$ cat config.mk
export PLATFORM = sky130hd
export DESIGN_NAME = voxel_span_run_decoder_top
export DESIGN_NICKNAME = d
export VERILOG_FILES = /design/src/rtl/vsrd_pkg.sv /design/src/rtl/voxel_span_run_decoder_top.sv
export SDC_FILE = /design/constraint.sdc
export NUM_CORES = 1
export LEC_CHECK = 0
export BUFFER_PORTS_ARGS = -buffer_cell sky130_fd_sc_hd__buf_2
export CAP_MARGIN = 30
export CORE_ASPECT_RATIO = 0.6
export CORE_MARGIN = 1.5
export CORE_UTILIZATION = 56
export DETAILED_ROUTE_END_ITERATION = 6
export PLACE_DENSITY_LB_ADDON = 0.2
export SYNTH_ARGS = -nofsm -noshare
export SYNTH_HDL_FRONTEND = slang
export SYNTH_SLANG_ARGS = --single-unit
$ cat constraint.sdc
create_clock -name clk -period 4.3 [get_ports clk]
set_clock_uncertainty 0.15 [all_clocks]
set_input_delay 0.215 -clock clk [delete_from_list [all_inputs] [get_ports clk]]
set_output_delay 0.215 -clock clk [all_outputs]
set_load 0.01 [all_outputs]
$ cat src/rtl/vsrd_pkg.sv
// Shared widths and constants for the voxel span run decoder.
// No dependencies; imported by voxel_span_run_decoder_top and the testbench.
package vsrd_pkg;

  localparam int unsigned BYTE_W         = 8;
  localparam int unsigned Z_W            = 9;
  localparam int unsigned IN_TDATA_W     = 3 * BYTE_W;
  localparam int unsigned OUT_TDATA_W    = 5 * BYTE_W;

  localparam logic [BYTE_W-1:0] HEIGHT_RESET = 8'd255;
  localparam logic [Z_W-1:0]    Z_MAX        = 9'd511;

  typedef logic [BYTE_W-1:0]      byte_t;
  typedef logic [Z_W-1:0]         zpos_t;
  typedef logic [IN_TDATA_W-1:0]  in_tdata_t;
  typedef logic [OUT_TDATA_W-1:0] out_tdata_t;

endpackage

$ cat src/rtl/voxel_span_run_decoder_top.sv
// Voxel span run decoder: decodes run-length span bytes of voxel columns.
// Depends on vsrd_pkg for widths, types and constants.
//
// Usage:
//   The slave stream carries one span byte per transaction. tdata holds
//   data_byte, column_x and column_y; tuser marks the first byte of a
//   column (column_start) and tlast marks the last byte available
//   (end_of_data). Each run is a skip byte that advances z, a count byte,
//   that many colour/normal byte pairs and one trailing byte. The master
//   stream carries one voxel (x, y, z, colour, normal) per transaction,
//   produced by the byte that holds the normal index.
//   The column height register is written through cfg_wr_en/cfg_wr_data
//   and must only be changed while the decoder is idle.
// Throughput and data path:
//   One byte per cycle while no voxel waits on a stalled result register. A
//   byte is captured in the input register and decoded there by a short
//   phase update and a 10-bit saturating add; a resulting voxel is then
//   registered in the result register, which drives the master side.
// Reset:
//   rst (synchronous) empties both registers, sets the column height to
//   255 and leaves the decoder waiting for a column start.
// Stall:
//   When the receiver holds tready low, the voxel waits in the result
//   register; the input register still takes a byte, and only a byte that
//   would produce another voxel waits there, which then stops tready.
module voxel_span_run_decoder_top (
  input  logic                   clk,
  input  logic                   rst,
  // Configuration: column_height
  input  logic                   cfg_wr_en,
  input  vsrd_pkg::byte_t        cfg_wr_data,
  // Slave stream
  input  logic                   s_axis_tvalid,
  output logic                   s_axis_tready,
  input  vsrd_pkg::in_tdata_t    s_axis_tdata,   // data_byte, column_x, column_y
  input  logic                   s_axis_tuser,   // column_start
  input  logic                   s_axis_tlast,   // end_of_data
  // Master stream
  output logic                   m_axis_tvalid,
  input  logic                   m_axis_tready,
  output vsrd_pkg::out_tdata_t   m_axis_tdata    // voxel_x, voxel_y, voxel_z,
                                                 // color_index, normal_index
);
  import vsrd_pkg::*;

  // Decoder phases, in the order a run is read.
  typedef enum logic [2:0] {
    PH_DONE,
    PH_SKIP,
    PH_COUNT,
    PH_COLOR,
    PH_NORM,
    PH_TRAIL
  } phase_t;

  // Configuration register.
  byte_t   column_height;

  // Decoder state.
  phase_t  phase, phase_next;
  zpos_t   height_pos, height_pos_next;
  byte_t   voxels_left, voxels_left_next;
  byte_t   held_color, held_color_next;

  // Input register.
  logic    s1_valid;
  byte_t   s1_byte, s1_x, s1_y;
  logic    s1_start, s1_last;

  // Result register.
  logic        out_valid;
  out_tdata_t  out_data;

  logic    s_fire, s1_move, s1_fire, emit;
  phase_t  ph_eff;
  zpos_t   hp_eff;
  byte_t   vl_eff;
  logic [Z_W:0] skip_sum;
  zpos_t   hp_inc;
  byte_t   vl_dec;
  logic    more_room;

  // The input register drains unless it holds a voxel that cannot be
  // placed because the result register is full and stalled.
  assign s1_move       = !emit || !out_valid || m_axis_tready;
  assign s1_fire       = s1_valid && s1_move;
  assign s_axis_tready = !s1_valid || s1_move;
  assign s_fire        = s_axis_tvalid && s_axis_tready;

  assign m_axis_tvalid = out_valid;
  assign m_axis_tdata  = out_data;

  // Single-pass decode of the byte in the input register.
  always_comb begin
    if (s1_start) begin
      hp_eff = '0;
      vl_eff = '0;
      ph_eff = (column_height != '0) ? PH_SKIP : PH_DONE;
    end else begin
      hp_eff = height_pos;
      vl_eff = voxels_left;
      ph_eff = phase;
    end

    skip_sum  = {1'b0, hp_eff} + {{(Z_W + 1 - BYTE_W){1'b0}}, s1_byte};
    hp_inc    = hp_eff + zpos_t'(1);
    vl_dec    = vl_eff - byte_t'(1);
    more_room = hp_inc < {1'b0, column_height};

    phase_next       = ph_eff;
    height_pos_next  = hp_eff;
    voxels_left_next = vl_eff;
    held_color_next  = held_color;
    emit             = 1'b0;

    case (ph_eff)
      PH_SKIP: begin
        height_pos_next = skip_sum[Z_W] ? Z_MAX : skip_sum[Z_W-1:0];
        phase_next      = PH_COUNT;
      end
      PH_COUNT: begin
        voxels_left_next = s1_byte;
        phase_next = (s1_byte != '0 && hp_eff < {1'b0, column_height}) ?
                     PH_COLOR : PH_TRAIL;
      end
      PH_COLOR: begin
        held_color_next = s1_byte;
        phase_next      = PH_NORM;
      end
      PH_NORM: begin
        emit             = 1'b1;
        height_pos_next  = hp_inc;
        voxels_left_next = vl_dec;
        phase_next = (vl_dec != '0 && more_room) ? PH_COLOR : PH_TRAIL;
      end
      PH_TRAIL: begin
        phase_next = (hp_eff < {1'b0, column_height}) ? PH_SKIP : PH_DONE;
      end
      default: begin
        phase_next = PH_DONE;
      end
    endcase

    if (s1_last) begin
      phase_next = PH_DONE;
    end
  end

  always_ff @(posedge clk) begin
    if (rst) begin
      column_height <= HEIGHT_RESET;
      phase         <= PH_DONE;
      height_pos    <= '0;
      voxels_left   <= '0;
      held_color    <= '0;
      s1_valid      <= 1'b0;
      out_valid     <= 1'b0;
    end else begin
      if (cfg_wr_en) begin
        column_height <= cfg_wr_data;
      end

      if (s_fire) begin
        s1_valid <= 1'b1;
      end else if (s1_fire) begin
        s1_valid <= 1'b0;
      end

      if (s1_fire) begin
        phase       <= phase_next;
        height_pos  <= height_pos_next;
        voxels_left <= voxels_left_next;
        held_color  <= held_color_next;
      end

      if (s1_fire && emit) begin
        out_valid <= 1'b1;
      end else if (m_axis_tready) begin
        out_valid <= 1'b0;
      end
    end
  end

  // Payload registers carry no reset.
  always_ff @(posedge clk) begin
    if (s_fire) begin
      s1_byte  <= s_axis_tdata[BYTE_W-1:0];
      s1_x     <= s_axis_tdata[2*BYTE_W-1:BYTE_W];
      s1_y     <= s_axis_tdata[3*BYTE_W-1:2*BYTE_W];
      s1_start <= s_axis_tuser;
      s1_last  <= s_axis_tlast;
    end
    if (s1_fire && emit) begin
      out_data <= {s1_byte, held_color, hp_eff[BYTE_W-1:0], s1_y, s1_x};
    end
  end

  // A byte flagged as the last of the data always closes the column.
  a_last_closes: assert property (@(posedge clk) disable iff (rst)
    (s1_fire && s1_last) |=> (phase == PH_DONE))
    else $error("column not closed after end of data");

  // A column start with zero height never produces a voxel.
  a_zero_height: assert property (@(posedge clk) disable iff (rst)
    (s1_fire && s1_start && column_height == '0) |-> !emit)
    else $error("voxel emitted for zero-height column");

  // A finished column ignores bytes until the next column start.
  a_done_quiet: assert property (@(posedge clk) disable iff (rst)
    (s1_fire && !s1_start && phase == PH_DONE) |=>
      (phase == PH_DONE && $stable(height_pos) && !$rose(out_valid)))
    else $error("decoder active after column end");

  // A new voxel appears only from a byte that left the input register.
  a_out_source: assert property (@(posedge clk) disable iff (rst)
    $rose(out_valid) |-> $past(s1_fire && emit))
    else $error("result without source byte");

endmodule

==> results of run 1 <==
## cells by family after synthesis
logic type / Yosys count / synth area share, %
and+or+nand+nor: 154 / 15.9
AOI/OAI and AO/OA: 106 / 14.4
DFF: 104 / 55.6
buffers and inverters: 43 / 3.58
adders and majority gates: 24 / 6.09
xor gates and xnor gates: 14 / 2.49
muxes: 9 / 1.83
## power groups by stage
stage               combinational [uW]  clock [uW]  sequential [uW]
floorplan                          126           0             1130
CTS                                203         794             1130
detailed placement                 178           0             1150
finish                             208         789             1130
global placement                   171           0             1150
global route                       229         833             1130
## layer usage
layer | vias to the layer above | track usage [%] | share of wire [%]
met1 | 1943 | 40.5 | 46
li1 | 1908 | - | -
met4 | 0 | 9.34 | 1.6
met3 | 21 | 7.49 | 10
met2 | 204 | 41.8 | 42
met5 | - | 0 | 0
## worst max-delay path, delay by kind of cell (launching register included)
kind            cells  cell delay (ns)
flops               1             0.52
compound gates      3             0.40
simple gates        5             1.18
xor+xnor            1             0.23
fa+ha+maj           2             0.58
## sequential cells by signal (all words and copies together), names as in the netlist
| name | cells |
|---|---|
| column_height | 8 |
| height_pos | 9 |
| held_color | 8 |
| m_axis_tdata | 40 |
| m_axis_tvalid | 1 |
| phase | 3 |
| s1_byte | 8 |
| s1_last | 1 |
| s1_start | 1 |
| s1_valid | 1 |
| s1_x | 8 |
| s1_y | 8 |
| voxels_left | 8 |
## cell usage in the layout, fill, tap and decap left out, types with 6 or more instances in the layout
master	netlist	layout
nor2b_1	11	11
ha_1	24	24
buf_2	6	80
buf_4	0	7
nand3_1	10	10
nor2_1	49	48
a31oi_1	7	6
nor3_1	9	9
xnor2_1	6	6
or3_1	6	6
a21oi_1	24	24
inv_1	17	17
o21ai_0	17	17
dfxtp_1	38	38
mux2i_1	9	9
edfxtp_1	66	66
a311oi_1	6	6
xor2_1	8	8
clkbuf_16	0	9
nand2_1	33	33
o211ai_1	7	7
a22oi_1	7	7
a211oi_1	8	8
dlygate4sd3_1	0	34
## cell type report
cell class                      instances  area share, %
Tap cell                              112           2.30
Clock inverter                          6          0.965
Clock buffer                           10           3.76
Multi-Input combinational cell        307           33.5
Sequential cell                       104           45.0
Inverter                               17           1.05
Timing Repair Buffer                  122           13.5
## through the flow
stage / setup WS, ns / total power (uW) / hold slack [ns] / instance area, um^2 / std cells
after global routing: 0.886 / 2190 / 0.0362 / 6100 / 678
final: 1.12 / 2130 / 0.00490 / 6100 / 678
after floorplan: 0.913 / 1260 / 0.164 / 4930 / 454
after global placement: 1.30 / 1320 / 0.241 / 5440 / 627
after detailed placement: 1.20 / 1330 / 0.243 / 5470 / 628
after CTS: 1.20 / 2120 / 0.0121 / 6100 / 678
## path summary, 6_finish.rpt
kind / from / endpoint / slack [ns]
setup / recovery: s1_start$_DFFE_PP_ / phase[2]$_SDFFE_PP0P_ / 1.12
hold / removal: s_axis_tvalid / s1_valid$_SDFFE_PP0P_ / 0.005
setup reg to reg: s1_start$_DFFE_PP_ / phase[2]$_SDFFE_PP0P_ / 1.12
hold reg to reg: s1_y[1]$_DFFE_PP_ / m_axis_tdata[9]$_DFFE_PP_ / 0.27
==> results by group, run 1 <==
Status
  • Status: complete, no violations

Yosys
  • Seq/Total Area, Yosys: between 50% and 60%
  • Mapped Avg Cell Area: approximately 11 um^2
  • Warnings from Yosys: 0
  • Cell Area, Synth: 4930 um^2
  • Yosys top cell by area: edfxtp_1
  • Synth Register Bits: 104
  • Yosys top cell area share: roughly 40%
  • Mapped Cells: between 400 and 500
  • Commonest cells post-synth: edfxtp_1, nor2_1, dfxtp_1, nand2_1
  • Primary FF master, synth: edfxtp_1
  • Ys async rst share: 0%
  • Synth cell types: 52
  • EDFF count, synth: 66
  • Most common cell in the netlist: edfxtp_1
  • Net Count, Synth: 517
  • Top cells by area, synth: edfxtp_1, dfxtp_1, ha_1, nor2_1, nand2_1

Global routing
  • Grt ovf: 0
  • First-pass GRT wire length: between 15 and 20 mm
  • GRT Total Usage: 28.1%
  • Largest net degree at the start of global routing: around 40
  • Vias in the first global route: approximately 3700
  • Initial antenna violation count: 0

Drt
  • 1st-pass router iterations: 6
  • Wire per inst: 18.2 um
  • Drt total wl: 12.3 mm
  • Detail-routed via count per cell: roughly 6
  • DR iter-0 viols: 464
  • DR vias: between 4000 and 5000
  • Drt drc: 0
  • Routed Antenna Nets: 0

Pwr
  • Max VDD drop: approximately 190 uV
  • Clock share of power: 37.1%
  • Switching part of the total: between 20% and 30%
  • Int Pwr: between 1500 and 2000 uW
  • Net Switching: ~530 uW
  • Power Dens Cells: approximately 350 nW/um^2
  • Comb pwr share: around 9.8%
  • Static Leak: 0.00246 uW
  • Seq pwr share: 53.1%

STA
  • Fin crit share: ~74%
  • Finish-stage setup viols: 0
  • Final Hold Fails: 0
  • Fin. max-slew vios: 0
  • Relative slew margins: 41.9%
  • Max Freq: 315 MHz
  • TNS Setup: 0 ns
  • Worst slew pin tran: just under 0.9 ns
  • Unrepaired setup endpoints after global routing: no
  • Tmin final: 3.18 ns

CTS
  • Num CTS Buffers: 9
  • CTS Buffer Depth: 2
  • H-Tree Depth: 3
  • CTS clk-pin slew, worst paths: 0.08 ns
  • CTS resizes: 0
  • Sink Count: 104
  • Setup Fix Bufs, Post-CTS: 0
  • Worst-Skew Late Latency: 0.36 ns
  • CTS tree: yes
  • Clk Tree Root Cell: clkbuf_16
  • # hold bufs at CTS: 34

Setup path
  • R2r worst-path depth: 11
  • Kind of end point of the critical path: register
  • Slowest-stage cell, CP: edfxtp_1
  • Most common cell on crit path: ha_1
  • Crit-path cells: nor2b_1 > ha_1 > nand4_1 > nor3b_1 > xor2_1 > ha_1 > a21o_1 > a21oi_1 > nand2_1 > nor3_1 > o21ai_1
  • CP Class: reg -> reg
  • CP required: approximately 4.4 ns
  • Slowest stage delay, CP: 0.52 ns
  • Worst EP arrival: 3.27 ns
  • Crit path launch type: register
  • Max FO, Critical Path: 11

Floorplan
  • Height of the die: ~76 um
  • Die area: 9390 um^2
  • Site Rows: 26
  • CORE AREA: between 8000 and 9000 um^2
  • Number of I/O pins: a little over 80
  • Starting Density: around 58%
  • Die width: 124 um

Layout
  • Storage element area: 2740 um^2
  • Filler cells: ~640
  • Multi-input logic area: approximately 2000 um^2
  • Fraction of layout cells with a size suffix above 1: 19.6%
  • Final nets: ~620
  • Inserted Diodes: 0
  • Layout area overhead: 23.7%
  • Layout Utilization: 71.5%

Min path
  • WHS Path Cells: 3
  • Worst min path class: in -> reg

Run
  • Max Cap Viol: 0

Place
  • Port Buf Inserts: 80
  • Post-DP HPWL: about 8.4 mm
  • RePlAce Congestion: approximately 0.93
No activity file was read; power rests on OpenSTA's default activity.
==> run 2: changes to the inputs <==
- ABC_AREA: default -> 1
- CORE_UTILIZATION: 56 -> 51
- clock period: 4.3 -> 2.8 ns (I/O delays scaled with it)
==> run 2 against run 1 <==
Effect of this change:
- design area increased by 3.6%
- via count is 7.0% higher
- combinational power is 64% higher
==> results by group, run 2 <==
Status
  • Status: complete, no violations

CTS
  • CTS clk-pin slew, worst paths: 0.08 ns (about the same)
  • Clk Tree Root Cell: clkbuf_16
  • Worst-Skew Late Latency: 0.35 ns (about the same)
  • Setup Fix Bufs, Post-CTS: 0 (unchanged)
  • H-Tree Depth: 3 (unchanged)
  • Sink Count: 104 (unchanged)
  • CTS tree: yes
  • CTS Buffer Depth: 2 (unchanged)
  • Num CTS Buffers: 9 (unchanged)

Drt
  • Metal3 WL: 1.27 mm (+2.2%)
  • Detail-routed via count per cell: 5.38 (-10%)
  • DR vias: 4360 (+7.0%)
  • Top Metal Used: met4
  • Routed Antenna Nets: 0 (unchanged)
  • 1st-pass router iterations: 5 (-1)
  • Drt total wl: 12.8 mm (+4.1%)
  • Met2 wire length: 5.62 mm (+8.6%)
  • Wire per inst: 15.8 um (-13%)
  • DR iter-0 viols: 487 (+5.0%)
  • Drt drc: 0 (unchanged)
  • Metal-1 WL: 5.78 mm (+1.2%)

STA
  • Tmin final: 2.60 ns (-0.576 ns)
  • TNS Setup: 0 ns (unchanged)
  • Fin crit share: 92.9% (+19 points)
  • Max Freq: 384 MHz (+22%)
  • Fin. max-slew vios: 0 (unchanged)
  • Unrepaired setup endpoints after global routing: yes
  • Finish-stage setup viols: 0 (unchanged)
  • Final Hold Fails: 0 (unchanged)
  • Worst slew pin tran: 0.564 ns (-0.308 ns)
  • Relative slew margins: 62.1% (+20 points)

Setup path
  • Family with the most delay on the worst path: compound AO/OA/AOI/OAI gates
  • Max FO, Critical Path: 13 (+2)
  • Slowest-stage cell, CP: a311oi_1
  • Crit path launch type: register
  • CP required: 2.93 ns (-1.46 ns)
  • CP Class: reg -> reg
  • Worst R2R Setup Slack: 0.20 ns (-0.92 ns)
  • Kind of end point of the critical path: register
  • Crit-path cells: inv_2 > buf_4 > nand4_2 > inv_2 > nand2_1 > nand2_2 > buf_4 > a311oi_1 > nand2_1 > a21oi_2
  • Slowest stage delay, CP: 0.51 ns (about the same)
  • Worst EP arrival: 2.73 ns (-0.54 ns)
  • WP buf/inv: 4 (+4)

Floorplan
  • Starting Density: 53.4% (-4.5 points)
  • Site Rows: 27 (+3.8%)
  • Number of I/O pins: 81 (unchanged)
  • Die width: 131 um (+5.2%)
  • CORE AREA: 9320 um^2 (+9.4%)
  • Die area: 10400 um^2 (+11%)
  • Height of the die: 79.5 um (+5.1%)

Layout
  • Final nets: 738 (+18%)
  • Fraction of layout cells with a size suffix above 1: 20.7% (+1.1 points)
  • Commonest non-fill, non-tap cell in the layout: nand2_1
  • Layout Cell Area excl Fill: 6310 um^2 (+3.6%)
  • Storage element area: 2740 um^2 (unchanged)
  • Most frequent cells in the layout: nand2_1, buf_2, edfxtp_1
  • Multi-input logic area: 1970 um^2 (-3.7%)
  • Inserted Diodes: 0 (unchanged)
  • Layout area overhead: 26.9%
  • Finished Layout Cells: 810 (+19%)
  • Max reg flops: 40 (unchanged)
  • Filler cells: 759 (+19%)

Global routing
  • Grt ovf: 0 (unchanged)
  • First-pass GRT wire length: 20.6 mm (+7.4%)
  • Vias in the first global route: 4142 (+12%)
  • Largest net degree at the start of global routing: 26 (-37%)
  • GRT Total Usage: 26.3% (-1.8 points)
  • Initial antenna violation count: 0 (unchanged)

Yosys
  • Mux share of post-synthesis cell area: 0% (-1.8 points)
  • Mapped Cells: 542 (+19%)
  • Warnings from Yosys: 0 (unchanged)
  • Yosys top cell by area: edfxtp_1
  • Primary FF master, synth: edfxtp_1
  • Net Count, Synth: 605 (+17%)
  • EDFF count, synth: 66 (unchanged)
  • Top cells by area, synth: edfxtp_1, dfxtp_1, nand2_1, ha_1, nand3_1
  • Largest family of logic cells by synthesized area: simple AND/OR/NAND/NOR gates
  • Synth Register Bits: 104 (unchanged)
  • Most common cell in the netlist: nand2_1
  • Post-synthesis compound-gate area fraction: 11.0% (-3.4 points)
  • Synth cell types: 42 (-19%)
  • Fraction of synthesized cell area in xor and xnor cells: 1.23% (-1.3 points)
  • Yosys top cell area share: 39.8% (-0.38 points)
  • Mapped Avg Cell Area: 9.18 um^2 (-15%)
  • Ys async rst share: 0% (unchanged)
  • Simple-Gate Fraction of Synth Area: 20.4% (+4.4 points)
  • Commonest cells post-synth: nand2_1, edfxtp_1, inv_1, nand3_1, a21oi_1
  • Seq/Total Area, Yosys: 55.1% (-0.53 points)
  • Post-Synth Adder-Cell Area: 6.03% (-0.058 points)
  • Cell Area, Synth: 4980 um^2 (+0.96%)

Min path
  • Worst min path class: in -> reg

Place
  • Post-DP HPWL: 9.29 mm (+10%)
  • RePlAce Congestion: 0.913 (-1.9%)
  • Port Buf Inserts: 80 (unchanged)
  • DP Cell Count: 758 (+21%)
  • Placed Area: 5640 um^2 (+3.1%)

Run
  • Max Cap Viol: 0 (unchanged)

Pwr
  • Power Dens Cells: 519 nW/um^2 (+49%)
  • Design Power: 3280 uW (+54%)
  • Max VDD drop: 356 uV (+86%)
  • Static Leak: 0.00274 uW (+11%)
==> run 2: power by group <==
part	switching, uW	internal (uW)	total (uW)	leakage [uW]
combinational	200	143	342	0.00170
sequential	33.1	1670	1710	0.000899
clock	599	628	1230	0.000142
total	832	2440	3280	0.00274
==> run 2: worst paths after layout <==
path                      start                       endpoint  cells past startpoint
max          s1_start$_DFFE_PP_          phase[2]$_SDFFE_PP0P_                     10
min                   cfg_wr_en  column_height[5]$_SDFFE_PP1P_                      2
max reg2reg  s1_start$_DFFE_PP_          phase[2]$_SDFFE_PP0P_                     10
min reg2reg   s1_y[7]$_DFFE_PP_     m_axis_tdata[15]$_DFFE_PP_                      0
==> run 2: layout make-up <==
type | count | share of cell area (%)
Sequential cell | 104 | 43.4
Multi-Input combinational cell | 360 | 31.1
Timing Repair Buffer | 134 | 14.4
Inverter | 66 | 3.92
Clock buffer | 10 | 3.63
Tap cell | 130 | 2.58
Clock inverter | 6 | 0.912
==> run 2: logic make-up (layout without fill, tap and decap cells) <==
| group | Yosys count | after routing |
|---|---|---|
| AO/OA/AOI/OAI | 99 | 99 |
| XOR/XNOR | 7 | 7 |
| adder cells (fa/ha/maj) | 24 | 24 |
| buffers and inverters | 78 | 216 |
| flip-flops | 104 | 104 |
| AND/OR/NAND/NOR | 230 | 230 |
==> run 2: repair_timing <==
action                                  4_1_cts  5_1_grt
endpoints found under the hold margin        35        0
endpoints found under the setup margin        0       11
hold buffers                                 36        0
gates resized for setup                       0       10
==> run 2: metal layers <==
metal  vias to the layer above  track usage, %
li1                       2133               -
met1                      2005            37.5
met4                         0            6.48
met2                       208            39.8
met3                        14            7.37
met5                         -               0
==> run 2: stage by stage <==
step	worst slack [ns]	hold WS (ns)	util (%)
6_report	0.198	0.0132	67.7
5_1_grt	-0.0390	0.0309	67.7
4_1_cts	0.0652	0.00806	67.4
3_5_place_dp	0.0918	0.168	60.4
3_3_place_gp	0.227	0.167	60.4
2_1_floorplan	0.174	0.0889	-
==> run 2: worst register-to-register path, stage by stage (launching register included) <==
cell	delay [ns]
edfxtp_1	0.50
inv_2	0.13
buf_4	0.21
nand4_2	0.21
inv_2	0.06
nand2_1	0.07
nand2_2	0.18
buf_4	0.24
a311oi_1	0.51
nand2_1	0.14
a21oi_2	0.14
